===== config.mk =====
export PLATFORM = sky130hd
export DESIGN_NAME = sbwu_arg
export DESIGN_NICKNAME = d
export VERILOG_FILES = /design/src/rtl/sbwu_pkg.sv /design/src/rtl/sbwu_arg.sv
export SDC_FILE = /design/constraint.sdc
export NUM_CORES = 2
export LEC_CHECK = 0
export BUFFER_PORTS_ARGS = -buffer_cell sky130_fd_sc_hd__buf_2
export CORE_MARGIN = 4
export CORE_UTILIZATION = 57
export CTS_CLUSTER_SIZE = 28
export DETAILED_ROUTE_END_ITERATION = 12
export PLACE_DENSITY = 0.79
export SYNTH_ARGS = -nofsm -noshare
export SYNTH_HDL_FRONTEND = slang
export SYNTH_SLANG_ARGS = --single-unit

===== constraint.sdc =====
create_clock -name clk_i -period 8.7 [get_ports clk_i]
set_input_delay 1.74 -clock clk_i [delete_from_list [all_inputs] [get_ports clk_i]]
set_output_delay 1.74 -clock clk_i [all_outputs]
set_load 0.03 [all_outputs]

===== src/rtl/sbwu_pkg.sv =====
// Shared types, constants and divider tables for the soft-bound weight update.
`default_nettype none

package sbwu_pkg;

  typedef enum logic [1:0] {
    ST_OK          = 2'd0,
    ST_EMPTY_BAND  = 2'd1,
    ST_OUT_OF_BAND = 2'd2
  } status_e;

  typedef enum logic [1:0] {
    CFG_LOWER = 2'd0,
    CFG_UPPER = 2'd1,
    CFG_RATE  = 2'd2
  } cfg_reg_e;

  localparam int unsigned CFG_IDX_BITS = 2;
  localparam int unsigned RATE_BITS    = 32;
  localparam logic [RATE_BITS-1:0] RATE_RESET = 32'd6554;

  // exponent cap and the Q4.28 point of the series argument
  localparam int unsigned EXP_CAP = 12;
  localparam int unsigned Y_FRAC  = 28;

  // decay is unsigned Q0.16, 1.0 included
  localparam int unsigned DEC_FRAC = 16;
  localparam int unsigned DEC_BITS = DEC_FRAC + 1;

  localparam int unsigned TERMS     = 13;
  localparam int unsigned SQUARINGS = 4;

  localparam int unsigned ARG_LAT    = 3;
  localparam int unsigned SERIES_LAT = 2 * TERMS;
  localparam int unsigned SQUARE_LAT = 2 * SQUARINGS + 1;
  localparam int unsigned BLEND_LAT  = 2;
  localparam int unsigned MID_LAT    = SERIES_LAT + SQUARE_LAT;
  localparam int unsigned TOTAL_LAT  = ARG_LAT + MID_LAT + BLEND_LAT;
  localparam int unsigned CNT_BITS   = $clog2(TOTAL_LAT + 1);

  typedef struct packed {
    status_e status;
    logic    neg;
    logic    dec_zero;
    logic    dec_one;
  } ctl_t;

  // floor(p / n) = (p * div_magic(n)) >> div_shift(n), exact for any 32-bit p
  function automatic logic [32:0] div_magic(input int unsigned n);
    logic [32:0] m;
    case (n)
      1, 2, 4, 8: m = 33'd4294967296;
      3, 6, 12:   m = 33'd5726623062;
      5, 10:      m = 33'd6871947674;
      7:          m = 33'd4908534053;
      9:          m = 33'd7635497416;
      11:         m = 33'd6247225158;
      13:         m = 33'd5286113596;
      default:    m = 33'd4294967296;
    endcase
    return m;
  endfunction

  function automatic int unsigned div_shift(input int unsigned n);
    int unsigned s;
    case (n)
      1:                   s = 32;
      2:                   s = 33;
      3, 4:                s = 34;
      5, 6, 7, 8:          s = 35;
      9, 10, 11, 12, 13:   s = 36;
      default:             s = 32;
    endcase
    return s;
  endfunction

endpackage

`default_nettype wire


===== src/rtl/sbwu_arg.sv =====
// Front stages: band checks, drive magnitude, exponent product and series argument.
`default_nettype none

module sbwu_arg #(
  parameter int unsigned FRAC_BITS = 16,
  parameter int unsigned DATA_BITS = 32
) (
  input  logic                        clk_i,
  input  logic                        rst_ni,
  input  logic                        valid_i,
  input  logic signed [DATA_BITS-1:0] weight_i,
  input  logic signed [DATA_BITS-1:0] drive_i,
  input  logic signed [DATA_BITS-1:0] lower_i,
  input  logic signed [DATA_BITS-1:0] upper_i,
  input  logic [31:0]                 rate_i,
  output logic                        valid_o,
  output logic [31:0]                 y_o,
  output sbwu_pkg::ctl_t              ctl_o,
  output logic [DATA_BITS-1:0]        base_o,
  output logic [DATA_BITS-1:0]        diff_o
);
  import sbwu_pkg::*;

  localparam int unsigned H    = (DATA_BITS + 1) / 2;
  localparam int unsigned HH   = DATA_BITS - H;
  localparam int unsigned PLW  = RATE_BITS + H;
  localparam int unsigned PHW  = RATE_BITS + HH;
  localparam int unsigned XW_A = RATE_BITS + DATA_BITS;
  localparam int unsigned XW_B = 2 * FRAC_BITS + 5;
  localparam int unsigned XW   = (XW_A > XW_B) ? XW_A : XW_B;
  localparam int unsigned YSR  = (2 * FRAC_BITS >= Y_FRAC) ? 2 * FRAC_BITS - Y_FRAC : 0;
  localparam int unsigned YSL  = (2 * FRAC_BITS < Y_FRAC) ? Y_FRAC - 2 * FRAC_BITS : 0;
  localparam logic [XW-1:0] LIM = XW'(EXP_CAP) << (2 * FRAC_BITS);

  logic [ARG_LAT-1:0] v_q;

  // stage A
  logic                 empty, outside, bypass, neg;
  status_e              status;
  logic [DATA_BITS-1:0] mag, base, diff;
  ctl_t                 a_ctl_d;
  logic [DATA_BITS-1:0] a_mag_q, a_base_q, a_diff_q;
  ctl_t                 a_ctl_q;

  // stage B
  logic [PLW-1:0]       plo_q;
  logic [PHW-1:0]       phi_q;
  logic [DATA_BITS-1:0] b_base_q, b_diff_q;
  ctl_t                 b_ctl_q;

  // stage C
  logic [XW-1:0]        x;
  logic [31:0]          y;
  ctl_t                 c_ctl_d;
  logic [31:0]          y_q;
  logic [DATA_BITS-1:0] c_base_q, c_diff_q;
  ctl_t                 c_ctl_q;

  always_comb begin
    empty   = (lower_i >= upper_i);
    outside = (weight_i < lower_i) || (weight_i > upper_i);
    neg     = drive_i[DATA_BITS-1];
    bypass  = empty || outside || (drive_i == '0);
    status  = ST_OK;
    if (empty) begin
      status = ST_EMPTY_BAND;
    end else if (outside) begin
      status = ST_OUT_OF_BAND;
    end
    mag = neg ? DATA_BITS'(-drive_i) : drive_i;
    if (bypass) begin
      base = weight_i;
      diff = '0;
    end else if (neg) begin
      base = lower_i;
      diff = weight_i - lower_i;
    end else begin
      base = upper_i;
      diff = upper_i - weight_i;
    end
    a_ctl_d = '{status: status, neg: neg, dec_zero: 1'b0, dec_one: 1'b0};
  end

  always_comb begin
    x = (XW'(phi_q) << H) + XW'(plo_q);
    y = 32'((x >> YSR) << YSL);
    c_ctl_d          = b_ctl_q;
    c_ctl_d.dec_zero = (x > LIM);
    c_ctl_d.dec_one  = (y == '0);
  end

  always_ff @(posedge clk_i or negedge rst_ni) begin
    if (!rst_ni) begin
      v_q <= '0;
    end else begin
      v_q <= {v_q[ARG_LAT-2:0], valid_i};
    end
  end

  always_ff @(posedge clk_i) begin
    a_mag_q  <= mag;
    a_base_q <= base;
    a_diff_q <= diff;
    a_ctl_q  <= a_ctl_d;

    plo_q    <= PLW'(rate_i) * PLW'(a_mag_q[H-1:0]);
    phi_q    <= PHW'(rate_i) * PHW'(a_mag_q[DATA_BITS-1:H]);
    b_base_q <= a_base_q;
    b_diff_q <= a_diff_q;
    b_ctl_q  <= a_ctl_q;

    y_q      <= y;
    c_base_q <= b_base_q;
    c_diff_q <= b_diff_q;
    c_ctl_q  <= c_ctl_d;
  end

  assign valid_o = v_q[ARG_LAT-1];
  assign y_o     = y_q;
  assign ctl_o   = c_ctl_q;
  assign base_o  = c_base_q;
  assign diff_o  = c_diff_q;

endmodule

`default_nettype wire


==> flow_metrics.tcl <==
set metrics [dict create \
    run_status "finished clean" \
    synth_adder_area_share_pct 44.9 \
    cap_viol_max_count 0 \
    clk-insertion-delay-late_ns 0.59 \
    cp.buffers_inverters 4 \
    fmax_mhz 122 \
    dpl.cell_count 6483 \
    ys_dominant_reg_cell "dfxtp_1" \
    die_area_um2 88500 \
    grt_pass1_vias 39900 \
    timing.critical_path.fanout_max 25 \
    worst-r2r-cell-count 23 \
    worstHoldPathType "flip-flop to flip-flop" \
    timing.hold.worst_endpoint "diff_o[19]$_DFF_P_" \
    layout-area-overhead-vs-synth_pct 8.42 \
    relSlewSlack_pct 11.5 \
    synth_simple_gate_area_share_pct 16.1 \
    whs_ns 0.303 \
    grt_first_pass_wirelength_um 207000 \
    drt-wirelength-per-cell_um 19.5 \
    fin_skew_ns 0.0312 \
    drt-initial-drc-count 2735 \
    worst_path_dominant_cell_family "adder cells" \
    mappedNetlistNets 6665 \
    fp-row-count 105 \
    ys_warn_count 0 \
    hold_depth 0 \
    post_route_cells_drive_above_1_share_pct 8.62 \
    yosys_register_bits 366 \
    syn_area_um2 47700 \
    last_weighted_congestion_value_of_the_routability_driven_placer 0.950 \
    grt_max_degree 86 \
    gr-usage-all-layers_pct 29.1 \
    portBuffers 264 \
    coreArea_um2 82500 \
    synth_xor_xnor_area_share_pct 3.36 \
    ys_async_sr_fraction_pct 0.820 \
    cts_hold_buf 0 \
    clkSlewWorstSetupHoldPaths_ns 0.06 \
    vias 37200 \
    tritoncts "yes" \
    yosys.cell_count.top_type "inv_1" \
    drv_slew 0 \
    synthDominantCellAreaShare_pct 35.2 \
    clock_sink_count 366 \
    number_of_nets_in_the_layout 6827 \
    synth-compound-area-share_pct 8.84 \
    remaining_routing_drc_violations 0 \
    timing.setup.tns_ns 0 \
    required_ns 9.18 \
    crit_top_cell "fa_1" \
    synth_edf_count 0 \
    detailedRoute.firstPassIterationCount 7 \
    route.antenna.remaining_nets 0 \
    crit_type "primary input to flip-flop" \
    chipWidth_um 297 \
    hold_path.startpoint "b_diff_q[19]$_DFF_P_" \
    floorplan.initialDensity_pct 57.9 \
    clock_tree.buffer_depth 3 \
    final_area_um2 51800 \
    cts_buffers 41 \
    die-height_um 297 \
    postRouteWirelength_um 128000 \
    top_level_port_count 265 \
    synth_top_cells_by_count "inv_1 (1,004), fa_1 (839), nand2_1 (705)" \
    synthTopCellsByArea "fa_1 (35%), dfxtp_1 (15%), ha_1 (9.7%)" \
    sum_of_net_half_perimeters_after_detailed_placement_um 102000 \
    yosys-mux-area-fraction_pct 1.58 \
    cts_repair_resized_insts 0 \
    setup_viol 0 \
    netlist_instances 5294 \
    proportion_of_synthesized_chip_area_in_sequential_cells_pct 15.4 \
    cts-root-buf "clkbuf_16" \
    cpMaxStageDelayCell "a221oi_1" \
    setup_repair_after_global_routing_missed_its_margin "no" \
    worstSetupStartpointType "primary input" \
    via_per_inst 5.67 \
    cell_by_cell_listing_of_the_critical_path "buf_2 -> nand2_1 -> fa_1 -> fa_1 -> fa_1 -> inv_1 -> fa_1 -> fa_1 -> inv_1 -> fa_1 -> inv_1 -> ha_1 -> and4_1 -> and2_1 -> nand4_1 -> a31oi_1 -> o22ai_1 -> a221oi_1 -> a311oi_1 -> o31a_1 -> o31ai_1 -> a21oi_1 -> xnor2_1" \
    final-instance-count-excl-fill 6568 \
    fin_crit_ns 8.20 \
    netlist.top_cell.by_area "fa_1" \
    worst-endpoint-arrival_ns 8.68 \
    number_of_hold_slack_violations_in_the_final_timing_report 0 \
    worst_path_largest_cell_delay_ns 0.55 \
    post-cts-setup-buffer-count 0 \
    timing_worst_slew_pin_value_ns 1.33 \
    antenna_violations_before_repair 19 \
    syn-mean-instance-area_um2 9.02 \
    setup.worst_path.end_class "flip-flop" \
    regToRegSetupSlack_ns 1.12 \
    final_min_period_over_clock_period_pct 94.3 \
    dpl-instance-area_um2 50300 \
    synth_top_family_by_area "adder cells" \
    worstReg2RegEnd "phi_q[47]$_DFF_P_" \
    overflow 0 \
    regToRegStartpoint "a_mag_q[17]$_DFF_P_" \
    h-tree-depth 2 \
    synth.lib_cells_used.distinct 88 \
]
==> worst max-delay path by stage <==
stage | end | cells past startpoint | startpoint
final | phi_q[47]$_DFF_P_ | 23 | rate_i[11]
after global routing | phi_q[47]$_DFF_P_ | 23 | rate_i[11]
after CTS | phi_q[47]$_DFF_P_ | 23 | rate_i[11]
after detailed placement | phi_q[47]$_DFF_P_ | 23 | rate_i[11]
after global placement | phi_q[47]$_DFF_P_ | 23 | rate_i[11]
after floorplan | phi_q[44]$_DFF_P_ | 24 | rate_i[7]
==> per-stage QoR <==
| step | utilization [%] | worst slack, ns |
|---|---|---|
| finish | 62.7 | 0.498 |
| global route | 62.7 | 0.166 |
| CTS | 62.7 | 0.576 |
| detailed placement | 61.0 | 0.0130 |
| global placement | 61.0 | 0.0961 |
| floorplan | - | 0.859 |
==> cell type report <==
cell class                      instances  area [um^2]
Timing Repair Buffer                  366         2150
Clock inverter                         22          302
Sequential cell                       366         7350
Inverter                             1005         3770
Antenna cell                           12         30.0
Multi-Input combinational cell       3676        35700
Fill cell                            6784        30700
Clock buffer                           51         1130
Tap cell                             1070         1340
==> sequential cells by signal, summed over array words and instances, names as in the netlist <==
name      flops
base_o       32
y_o          32
v_q           3
b_ctl_q       3
b_base_q     32
plo_q        48
ctl_o         5
a_base_q     32
diff_o       32
a_diff_q     32
b_diff_q     32
a_ctl_q       3
phi_q        48
a_mag_q      32
==> metal layers <==
metal	wire length, um	vias to the layer above	track usage (%)
met2	59900	1724	48.4
met3	13000	425	7.80
met5	102	-	0
li1	-	16700	-
met1	48100	18300	35.4
met4	6740	16	13.6
==> cells by family after synthesis <==
logic type	Yosys count
and+or+nand+nor	1566
buffers and inverters	1252
adders and majority gates	1208
AOI/OAI and AO/OA	644
DFF	366
xor gates and xnor gates	183
muxes	75
==> placed cells by master, fill, tap and decap left out, types with 19 or more instances in the layout <==
cell,netlist,layout
a211oi_1,30,30
a21o_1,127,127
a21oi_1,186,186
a31oi_1,23,23
and2_1,432,432
and3_1,32,32
buf_2,3,263
buf_4,3,98
clkbuf_16,0,41
dfxtp_1,363,360
fa_1,839,839
ha_1,369,369
inv_1,1004,1004
mux2i_1,74,74
nand2_1,705,705
nand2b_1,38,38
nand3_1,40,40
nand4_1,30,30
nor2_1,140,140
nor2b_1,32,32
nor3_1,31,31
o21a_1,24,24
o21ai_0,99,99
o21bai_1,20,20
o31ai_1,19,19
xnor2_1,127,127
xor2_1,56,56
Power is left out: the tool's default activity adds up to more than one toggle a clock period on the data nets, which glitch-free logic cannot reach.
