File: src/rtl/sbwu_pkg.sv
// Shared types, constants and divider tables for the soft-bound weight update.
`default_nettype none

package sbwu_pkg;

  typedef enum logic [1:0] {
    ST_OK          = 2'd0,
    ST_EMPTY_BAND  = 2'd1,
    ST_OUT_OF_BAND = 2'd2
  } status_e;

  typedef enum logic [1:0] {
    CFG_LOWER = 2'd0,
    CFG_UPPER = 2'd1,
    CFG_RATE  = 2'd2
  } cfg_reg_e;

  localparam int unsigned CFG_IDX_BITS = 2;
  localparam int unsigned RATE_BITS    = 32;
  localparam logic [RATE_BITS-1:0] RATE_RESET = 32'd6554;

  // exponent cap and the Q4.28 point of the series argument
  localparam int unsigned EXP_CAP = 12;
  localparam int unsigned Y_FRAC  = 28;

  // decay is unsigned Q0.16, 1.0 included
  localparam int unsigned DEC_FRAC = 16;
  localparam int unsigned DEC_BITS = DEC_FRAC + 1;

  localparam int unsigned TERMS     = 13;
  localparam int unsigned SQUARINGS = 4;

  localparam int unsigned ARG_LAT    = 3;
  localparam int unsigned SERIES_LAT = 2 * TERMS;
  localparam int unsigned SQUARE_LAT = 2 * SQUARINGS + 1;
  localparam int unsigned BLEND_LAT  = 2;
  localparam int unsigned MID_LAT    = SERIES_LAT + SQUARE_LAT;
  localparam int unsigned TOTAL_LAT  = ARG_LAT + MID_LAT + BLEND_LAT;
  localparam int unsigned CNT_BITS   = $clog2(TOTAL_LAT + 1);

  typedef struct packed {
    status_e status;
    logic    neg;
    logic    dec_zero;
    logic    dec_one;
  } ctl_t;

  // floor(p / n) = (p * div_magic(n)) >> div_shift(n), exact for any 32-bit p
  function automatic logic [32:0] div_magic(input int unsigned n);
    logic [32:0] m;
    case (n)
      1, 2, 4, 8: m = 33'd4294967296;
      3, 6, 12:   m = 33'd5726623062;
      5, 10:      m = 33'd6871947674;
      7:          m = 33'd4908534053;
      9:          m = 33'd7635497416;
      11:         m = 33'd6247225158;
      13:         m = 33'd5286113596;
      default:    m = 33'd4294967296;
    endcase
    return m;
  endfunction

  function automatic int unsigned div_shift(input int unsigned n);
    int unsigned s;
    case (n)
      1:                   s = 32;
      2:                   s = 33;
      3, 4:                s = 34;
      5, 6, 7, 8:          s = 35;
      9, 10, 11, 12, 13:   s = 36;
      default:             s = 32;
    endcase
    return s;
  endfunction

endpackage

`default_nettype wire

File: src/rtl/sbwu_blend.sv
// Back stages: scale the distance to the bound by the decay and step from the bound.
`default_nettype none

module sbwu_blend #(
  parameter int unsigned DATA_BITS = 32
) (
  input  logic                          clk_i,
  input  logic                          rst_ni,
  input  logic                          valid_i,
  input  sbwu_pkg::ctl_t                ctl_i,
  input  logic [DATA_BITS-1:0]          base_i,
  input  logic [DATA_BITS-1:0]          diff_i,
  input  logic [sbwu_pkg::DEC_BITS-1:0] dec_i,
  output logic                          valid_o,
  output logic [DATA_BITS-1:0]          weight_o,
  output sbwu_pkg::status_e             status_o
);
  import sbwu_pkg::*;

  localparam int unsigned PW = DATA_BITS + DEC_BITS;
  localparam logic [DEC_BITS-1:0] DEC_ONE = DEC_BITS'(1) << DEC_FRAC;

  logic [DEC_BITS-1:0]  dec_eff;
  logic [DATA_BITS-1:0] step;
  logic [PW-1:0]        pr_q;
  logic [DATA_BITS-1:0] p_base_q;
  ctl_t                 p_ctl_q;
  logic                 p_v_q, o_v_q;
  logic [DATA_BITS-1:0] weight_q;
  status_e              status_q;

  always_comb begin
    if (ctl_i.dec_zero) begin
      dec_eff = '0;
    end else if (ctl_i.dec_one) begin
      dec_eff = DEC_ONE;
    end else begin
      dec_eff = dec_i;
    end
    step = DATA_BITS'(pr_q >> DEC_FRAC);
  end

  always_ff @(posedge clk_i or negedge rst_ni) begin
    if (!rst_ni) begin
      p_v_q <= 1'b0;
      o_v_q <= 1'b0;
    end else begin
      p_v_q <= valid_i;
      o_v_q <= p_v_q;
    end
  end

  always_ff @(posedge clk_i) begin
    pr_q     <= PW'(diff_i) * PW'(dec_eff);
    p_base_q <= base_i;
    p_ctl_q  <= ctl_i;
    // toward lower bound adds, toward upper bound subtracts
    weight_q <= p_ctl_q.neg ? p_base_q + step : p_base_q - step;
    status_q <= p_ctl_q.status;
  end

  assign valid_o  = o_v_q;
  assign weight_o = weight_q;
  assign status_o = status_q;

endmodule

`default_nettype wire

File: config.mk
export PLATFORM = sky130hd
export DESIGN_NAME = sbwu_blend
export DESIGN_NICKNAME = d
export VERILOG_FILES = /design/src/rtl/sbwu_pkg.sv /design/src/rtl/sbwu_blend.sv
export SDC_FILE = /design/constraint.sdc
export NUM_CORES = 1
export LEC_CHECK = 0
export BUFFER_PORTS_ARGS = -buffer_cell sky130_fd_sc_hd__clkbuf_2
export CORE_UTILIZATION = 43
export DETAILED_ROUTE_END_ITERATION = 12
export SLEW_MARGIN = 40
export SYNTH_ARGS = -nofsm -noshare
export SYNTH_HDL_FRONTEND = slang
export SYNTH_SLANG_ARGS = --single-unit
File: constraint.sdc
create_clock -name clk_i -period 3.3 [get_ports clk_i]
set_clock_uncertainty 0.2 [all_clocks]
set_input_delay 0.165 -clock clk_i [delete_from_list [all_inputs] [get_ports clk_i]]
set_output_delay 0.165 -clock clk_i [all_outputs]
set_load 0.005 [all_outputs]
==> run_results.csv, run 1 <==
group,metric,value,unit
clock_network,clkTransAtPathRegs,0.07,ns
sta,final-hold-violation-count,0,
placement,io_buffers,123,
clock_network,root_buffer,"clkbuf_16",
drt,firstDrtPassIters,5,
power,vdd_drop_max,0.000380,V
worst_setup_path,slowest_stage,"fa_1",
synth,synth_mux_area_share,0.100,%
synth,synthAdderAreaFrac,50.8,%
floorplan,coreArea,48800,um2
floorplan,start_util,43.5,%
worst_setup_path,critPathBufInv,9,
placement,dp.final_hpwl,54000,um
worst_setup_path,worst_setup_path_end_kind,"register",
final_layout,layout_common_cells,"491 x inv_1, 428 x fa_1, 380 x buf_4",
run_status,violations,"negative setup slack",
drt,drc,0,
placement,dpl-instance-area,25800,um2
floorplan,core.rowCount,81,
placement,place.detailed.instances,3465,
sta,worstMarginPinSlew,0.598,ns
worst_setup_path,cp_data_required_time,3.35,ns
synth,synth_ff_type,"dfxtp_1",
worst_setup_path,cp-start-kind,"input port",
worst_setup_path,worst-setup-path-type,"in2reg",
sta,timing.fmax,0.164,GHz
drt,initialDrtViolationCount,1159,
sta,worst_slack,-2.78,ns
sta,setup_violations,49,
floorplan,die_width,224,um
synth,syn-num-nets,3080,
final_layout,nets,3581,
worst_setup_path,path_delay_family,"adder cells",
synth,synth-seq-area-share,9.74,%
synth,synth_edf_count,0,
power,p_leak,14.7,nW
hold_path,min_path_type,"reg2reg",
worst_setup_path,crit_top_cell,"fa_1",
synth,async_flop_share,1.94,%
run_status,status,"finished, violations left",
clock_network,clock_latency,0.36,ns
global_route,antenna_found_initial,1,
synth,netlist_instances,2395,
synth,ys_warn_count,0,
placement,place_congestion,0.966,
global_route,overflow,0,
drt,antenna_left,0,
synth,syn_area,21300,um2
sta,period_minus_slack,6.08,ns
synth,ys_types,61,
synth,yosys.area_share.xor_xnor,3.95,%
global_route,grt_pass1_wl,102000,um
global_route,track_usage,26.2,%
drt,routed_wl,65000,um
final_layout,drive_above_1_share,27.9,%
clock_network,htree_levels,3,
sta,maxSlewHeadroom,59.1,%
power,p_per_area,550,nW/um2
flow_run,cap_violations,0,
global_route,grt_pass1_vias,19300,
synth,synth_compound_area_share,6.94,%
clock_network,tritoncts,"yes",
clock_network,cts.sinks,103,
final_layout,area_growth,31.9,%
synth,post_synth.cell_area_avg,8.88,um2
clock_network,clock_path_buffers,2,
final_layout,fin_cells,3565,
drt,wl_per_cell,18.2,um
floorplan,io_pins,124,
sta,rsz0062_at_grt,"true",
synth,synth_top_family_by_area,"adder cells",
sta,holdWs,0.128,ns
sta,fin_crit_sh,184,%
floorplan,die_area,50300,um2
synth,ys_ff_latch,103,
worst_setup_path,worstPathMaxFanout,7,
final_layout,fillers,4310,
clock_network,cts_buffers,9,
floorplan,die-height,224,um
worst_setup_path,slowest_delay,0.55,ns
final_layout,diodes,0,
global_route,grt_max_degree,70,
worst_setup_path,crit_arrival,6.13,ns
sta,finalMaxSlewViolations,0,
drt,vias,18100,
final_layout,final_common_cell,"inv_1",
final_layout,final_area,28100,um2
drt,routed_via_density,5.09,
synth,synth-simple-area-share,17.4,%
-- cell usage after synthesis (3+ instances only) --
library cell  count  share of area [%]
a31oi_1          17               0.50
nor4_1            3              0.088
or3_1             3              0.088
o21ai_0          25               0.59
dfxtp_1         101                9.5
nand2b_1          7               0.21
ha_1            149                8.8
o21bai_1         12               0.42
o211ai_1          7               0.25
a41oi_1           4               0.16
o21ai_1           3              0.071
nor3_1           27               0.64
and2_1           47                1.4
nand2_1         354                6.2
xnor2_1          52                2.1
nand4_1          10               0.29
clkbuf_1        124                2.2
xor2_1           42                1.7
fa_1            447                 42
a21o_1           37                1.3
a211oi_1          8               0.28
nor2b_1           3              0.088
and3_1          209                6.1
nand3_1          22               0.52
a21oi_1          77                1.8
a211o_1           3               0.12
o31ai_1           3               0.11
inv_1           502                8.9
nor2_1           47               0.83
o21a_1            6               0.21
-- timing repair --
action,CTS,global route
pin swaps,76,124
hold buffers,38,0
hold endpoints to repair,38,0
setup endpoints to repair,51,52
gates resized for setup,159,127
gates cloned,0,1
setup buffers,32,23
-- registers in the layout (all words and copies together) (netlist names) --
name and count:
p_base_q 32, pr_q 32, weight_o 32, p_ctl_q 3, status_o 2, p_v_q 1
valid_o 1
-- through the flow --
| step | TNS (ns) | total power, mW | worst slack (ns) | util, % |
|---|---|---|---|---|
| finish | -86.05 | 15.4 | -2.78 | 57.4 |
| global route | -93.77 | 16.8 | -2.94 | 57.4 |
| CTS | -82.12 | 14.5 | -2.70 | 55.9 |
| detailed placement | -109.34 | 12.5 | -3.54 | 52.8 |
| global placement | -105.15 | 12.2 | -3.39 | 52.8 |
| floorplan | -80.79 | 8.16 | -2.78 | - |
-- worst paths after layout --
kind / startpoint / end / slack (ns) / cells after the start
worst min register to register: p_ctl_q[4] / status_o[1] / 0.13 / 0
worst min-delay path: p_ctl_q[4] / status_o[1] / 0.13 / 0
worst max register to register: pr_q[25] / weight_o[28] / -0.47 / 16
max in group asynchronous: rst_ni / p_v_q / 2.31 / 3
worst max-delay path: ctl_i[0] / pr_q[37] / -2.78 / 27
min in group asynchronous: rst_ni / valid_o / 0.47 / 3
-- layout make-up --
| cell class | instances | area, um2 | share of cell area [%] |
|---|---|---|---|
| sequential | 103 | 2070 | 7.39 |
| clock buffer | 11 | 253 | 0.901 |
| tap | 664 | 831 | 2.96 |
| multi-input combinational | 1666 | 18000 | 64.3 |
| clock inverter | 5 | 38.8 | 0.138 |
| timing repair buffer | 614 | 4940 | 17.6 |
| inverter | 502 | 1880 | 6.72 |
-- cell families after synthesis --
| kind of cell | Yosys count |
|---|---|
| buffers and inverters | 626 |
| AO/OA/AOI/OAI | 224 |
| AND/OR/NAND/NOR | 749 |
| multiplexers | 2 |
| flip-flops | 103 |
| XOR/XNOR | 95 |
| adder cells (fa/ha/maj) | 596 |
-- power breakdown --
group	leakage, nW	internal [mW]	total [mW]	switching (mW)
registers	0.875	1.75	1.98	0.228
clock network	0.143	0.557	1.01	0.450
logic	13.6	6.20	12.4	6.25
-- routing by layer --
| metal | global-route usage, % | part of all wire, % |
|---|---|---|
| met5 | 0 | 0.015 |
| met2 | 43.7 | 47 |
| met1 | 35.1 | 43 |
| met3 | 4.31 | 7.1 |
| met4 | 7.64 | 2.8 |
Power figures use the tool's default switching activity.
==> run 2, diff against run 1 <==
--- a/config.mk
+++ b/config.mk
@@ -6,7 +6,7 @@
 export NUM_CORES = 1
 export LEC_CHECK = 0
 export BUFFER_PORTS_ARGS = -buffer_cell sky130_fd_sc_hd__clkbuf_2
-export CORE_UTILIZATION = 43
+export CORE_UTILIZATION = 32
 export DETAILED_ROUTE_END_ITERATION = 12
 export SLEW_MARGIN = 40
 export SYNTH_ARGS = -nofsm -noshare
==> run 2 against run 1 <==
- wire length up 3.5%
- highest routed layer is now met4
- total power up 2.8%
- setup slack better by 0.040 ns
- the run still ends with negative setup slack left
- clock power up 11%
- combinational power up 3%
==> run_results.csv, run 2 (synthesized netlist as in run 1, its figures left out) <==
group,metric,value,unit
floorplan,die-height,260,um
worst_setup_path,worstPathMaxFanout,5,
final_layout,layout_common_cells,"478 x inv_1, 414 x fa_1, 384 x buf_4",
clock_network,clkTransAtPathRegs,0.08,ns
final_layout,fin_util,44.2,%
power,vdd_drop_max,0.000325,V
floorplan,io_pins,124,
worst_setup_path,cp-start-kind,"input port",
power,swShare,44.1,%
global_route,grt_max_degree,33,
final_layout,area_growth,36.5,%
run_status,status,"finished, violations left",
sta,tns,-85.41,ns
drt,wl_per_cell,17.7,um
global_route,track_usage,19.9,%
global_route,antenna_found_initial,0,
final_layout,final_common_cell,"inv_1",
worst_setup_path,worst-setup-path-type,"in2reg",
clock_network,root_buffer,"clkbuf_16",
worst_setup_path,worst_setup_path_end_kind,"register",
power,design_power_total,15.9,mW
floorplan,core.rowCount,94,
final_layout,drive_above_1_share,30.0,%
sta,worstMarginPinSlew,0.450,ns
drt,initialDrtViolationCount,1188,
clock_network,htree_levels,3,
power,pwr-share-comb,80.4,%
final_layout,final_area,29000,um2
global_route,grt_pass1_wl,105000,um
flow_run,cap_violations,0,
clock_network,cts_buffers,9,
floorplan,coreArea,65700,um2
drt,drc,0,
worst_setup_path,crit_arrival,6.14,ns
drt,vias,18200,
placement,io_buffers,123,
power,pwr-share-seq,12.6,%
placement,dp.final_hpwl,55100,um
sta,setup_violations,50,
clock_network,clock_latency,0.35,ns
sta,fin_crit_sh,183,%
worst_setup_path,critPathBufInv,8,
drt,antenna_left,0,
floorplan,die_area,67500,um2
sta,final-hold-violation-count,0,
sta,timing.fmax,0.165,GHz
global_route,grt_pass1_vias,19200,
worst_setup_path,path_delay_family,"adder cells",
placement,dpl-instance-area,26300,um2
worst_setup_path,cp_data_required_time,3.40,ns
drt,firstDrtPassIters,5,
power,p_switching,7.00,mW
worst_setup_path,slowest_stage,"fa_1",
drt,routed_via_density,4.78,
floorplan,start_util,32.3,%
final_layout,nets,3610,
sta,finalMaxSlewViolations,0,
run_status,violations,"negative setup slack",
sta,worst_slack,-2.74,ns
sta,period_minus_slack,6.04,ns
floorplan,die_width,260,um
placement,place_congestion,0.923,
worst_setup_path,crit_top_cell,"fa_1",
hold_path,min_path_type,"reg2reg",
clock_network,cts.sinks,103,
power,clkPwrFrac,7.1,%
global_route,overflow,0,
power,p_leak,14.9,nW
power,power.internal,8.87,mW
drt,routed_wl,67300,um
power,p_per_area,547,nW/um2
placement,dp_slack,-3.39,ns
worst_setup_path,slowest_delay,0.54,ns
sta,rsz0062_at_grt,"true",
sta,maxSlewHeadroom,69.8,%
clock_network,clock_path_buffers,2,
clock_network,tritoncts,"yes",
## run 2: cell count changes in the layout (fill, tap and decap cells not counted), sizes merged
cell | before | now
buf | 454 | 474
clkbuf | 133 | 137
bufbuf | 0 | 3
inv | 504 | 507
clkinv | 2 | 0
and2 | 49 | 50
bufinv | 0 | 1
clkinvlp | 1 | 0
diode | 0 | 1
## run 2: metrics by stage
stage	hold WS, ns	cells
2_1_floorplan	-0.331	2395
3_3_place_gp	-0.250	3682
3_5_place_dp	-0.247	3682
4_1_cts	0.131	3771
5_1_grt	0.136	3794
6_report	0.129	3795
## run 2: final cells by class
| cell class | count | area, um2 |
|---|---|---|
| Antenna cell | 1 | 2.50 |
| Clock buffer | 10 | 239 |
| Clock inverter | 6 | 81.3 |
| Fill cell | 6222 | 36700 |
| Inverter | 502 | 1880 |
| Multi-Input combinational cell | 1667 | 18100 |
| Sequential cell | 103 | 2070 |
| Tap cell | 864 | 1080 |
| Timing Repair Buffer | 642 | 5530 |
## run 2: metal layers
layer,wire (um),track usage (%),part of all wire (%)
met5,0,0,0
met3,4810,3.21,7.2
met2,30600,32.3,46
met4,1610,4.66,2.4
met1,30200,27.6,45
## run 2: power by group through the flow
stage               Clock (mW)  Sequential (mW)  Combinational [mW]
detailed placement           0             2.03                10.7
global placement             0             2.03                10.6
CTS                       1.16             2.01                11.6
finish                    1.12             2.00                12.8
floorplan                    0             2.03                6.14
global route              1.22             2.05                14.1
## run 2: what timing repair did
action / 4_1_cts / 5_1_grt
pin swaps: 112 / 108
gates cloned: 5 / 6
hold endpoints to repair: 38 / 0
setup buffers: 33 / 27
gates resized for setup: 131 / 192
hold buffers: 38 / 0
setup endpoints to repair: 49 / 54
## run 2: worst paths after layout
check / endpoint / from / slack, ns / cells after the start
setup / recovery: pr_q[47] / ctl_i[0] / -2.74 / 26
hold / removal: status_o[1] / p_ctl_q[4] / 0.13 / 0
setup reg to reg: weight_o[30] / pr_q[16] / -0.38 / 16
hold reg to reg: status_o[1] / p_ctl_q[4] / 0.13 / 0
max in group asynchronous: p_v_q / rst_ni / 2.30 / 3
min in group asynchronous: valid_o / rst_ni / 0.48 / 3
==> run 3, diff against run 2 <==
==> constraint.sdc (replaced) <==
create_clock -name clk_i -period 7.8 [get_ports clk_i]
set_clock_uncertainty 0.2 [all_clocks]
set_input_delay 0.39 -clock clk_i [delete_from_list [all_inputs] [get_ports clk_i]]
set_output_delay 0.39 -clock clk_i [all_outputs]
set_load 0.005 [all_outputs]
==> run 3 against run 2 <==
- the run now ends clean
- total power decreased by 70%
- clock-buffer cell count decreased by 1
- first-iteration DRC count shrank 21%
- die area did not move
- largest cell class unchanged
==> run_results.csv, run 3 (synthesized netlist as in run 1, its figures left out) <==
group,metric,value,unit
worst_setup_path,timing.rr.start,"pr_q[16]",
clock_network,cts.sinks,103,
drt,routed_wl,60500,um
worst_setup_path,crit_arrival,7.24,ns
worst_setup_path,crit_top_cell,"fa_1",
clock_network,root_buffer,"clkbuf_16",
sta,final-hold-violation-count,0,
clock_network,clkTransAtPathRegs,0.07,ns
power,vdd_drop_max,0.000123,V
worst_setup_path,r2r_slack,3.68,ns
power,p_per_area,201,nW/um2
worst_setup_path,worstPathMaxFanout,35,
drt,vias,16200,
run_status,status,"finished clean",
final_layout,final_common_cell,"inv_1",
power,p_leak,12.3,nW
global_route,grt_pass1_vias,17200,
sta,maxSlewHeadroom,42.1,%
worst_setup_path,timing.critical_path.from,"ctl_i[0]",
sta,period_minus_slack,7.18,ns
sta,holdWs,0.130,ns
drt,initialDrtViolationCount,942,
placement,place.detailed.instances,3320,
floorplan,die_area,67500,um2
sta,setup_violations,0,
final_layout,drive_above_1_share,8.85,%
global_route,grt_pass1_wl,95500,um
flow_run,cap_violations,0,
drt,routed_via_density,4.82,
power,design_power_total,4.76,mW
final_layout,fin_cells,3374,
floorplan,die-height,260,um
sta,timing.fmax,0.139,GHz
floorplan,start_util,32.3,%
placement,io_buffers,123,
sta,rsz0062_at_grt,"false",
global_route,antenna_found_initial,0,
worst_setup_path,slowest_stage,"fa_1",
worst_setup_path,cp_data_required_time,7.85,ns
global_route,track_usage,18.2,%
placement,dp.final_hpwl,49800,um
clock_network,tritoncts,"yes",
clock_network,clock_path_buffers,2,
final_layout,nets,3189,
drt,antenna_left,0,
final_layout,layout_common_cells,"502 x inv_1, 447 x fa_1, 354 x nand2_1",
hold_path,min_path_type,"reg2reg",
floorplan,coreArea,65700,um2
drt,drc,0,
worst_setup_path,slowest_delay,0.54,ns
worst_setup_path,critPathBufInv,7,
sta,tns,0,ns
floorplan,io_pins,124,
placement,place_congestion,0.892,
drt,wl_per_cell,17.9,um
final_layout,area_growth,11.2,%
hold_path,min-delay-start,"p_ctl_q[3]",
drt,firstDrtPassIters,7,
clock_network,cts_buffers,9,
sta,fin_crit_sh,92.1,%
sta,worstMarginPinSlew,0.864,ns
floorplan,die_width,260,um
worst_setup_path,cp-start-kind,"input port",
clock_network,clock_latency,0.35,ns
clock_network,cts_resized,0,
clock_network,htree_levels,3,
worst_setup_path,worst-setup-path-type,"in2reg",
floorplan,core.rowCount,94,
sta,finalMaxSlewViolations,0,
global_route,grt_max_degree,145,
worst_setup_path,worst_setup_path_end_kind,"register",
worst_setup_path,path_delay_family,"adder cells",
global_route,overflow,0,
-- run 3: changes by cell type in the layout (fill, tap and decap cells not counted), sizes merged --
cell | before | now
buf | 474 | 62
and2 | 50 | 49
clkinv | 0 | 2
bufbuf | 3 | 0
dlygate4sd3 | 38 | 37
clkbuf | 137 | 132
bufinv | 1 | 0
-- run 3: cell type report --
class                           instances  area (um2)
Inverter                              502        1880
Fill cell                            6681       42100
Tap cell                              864        1080
Sequential cell                       103        2070
Clock inverter                          7        68.8
Timing Repair Buffer                  222        1460
Clock buffer                            9         225
Antenna cell                            1        2.50
Multi-Input combinational cell       1666       16900
-- run 3: per-layer routing --
metal | global-route usage, % | wire [um] | vias up
li1 | - | - | 7586
met4 | 5.49 | 1740 | 0
met3 | 4.35 | 5390 | 86
met1 | 25.2 | 27300 | 7975
met2 | 28.1 | 26100 | 601
met5 | 0 | 0 | -
-- run 3: power by group --
| group | internal, mW | leakage [nW] | switching, mW |
|---|---|---|---|
| logic | 1.45 | 11.3 | 2.00 |
| clock network | 0.227 | 0.146 | 0.212 |
| registers | 0.741 | 0.875 | 0.126 |
| total | 2.42 | 12.3 | 2.34 |
-- run 3: worst paths after layout --
path	endpoint	cells past startpoint
worst max-delay path	pr_q[44]	25
worst min-delay path	status_o[0]	0
worst max register to register	weight_o[30]	13
worst min register to register	status_o[0]	0
max in group asynchronous	p_v_q	2
min in group asynchronous	valid_o	2
-- run 3: repair_timing --
item	CTS	global route
hold buffers	37	0
hold endpoints to repair	38	0
buffers inserted	0	0
-- run 3: through the flow --
step	utilization [%]	cell area, um2	worst slack (ns)
floorplan	-	21300	0.793
global placement	35.0	23000	0.378
detailed placement	35.0	23000	0.316
CTS	36.0	23600	0.700
global route	36.0	23600	0.307
finish	36.0	23700	0.615
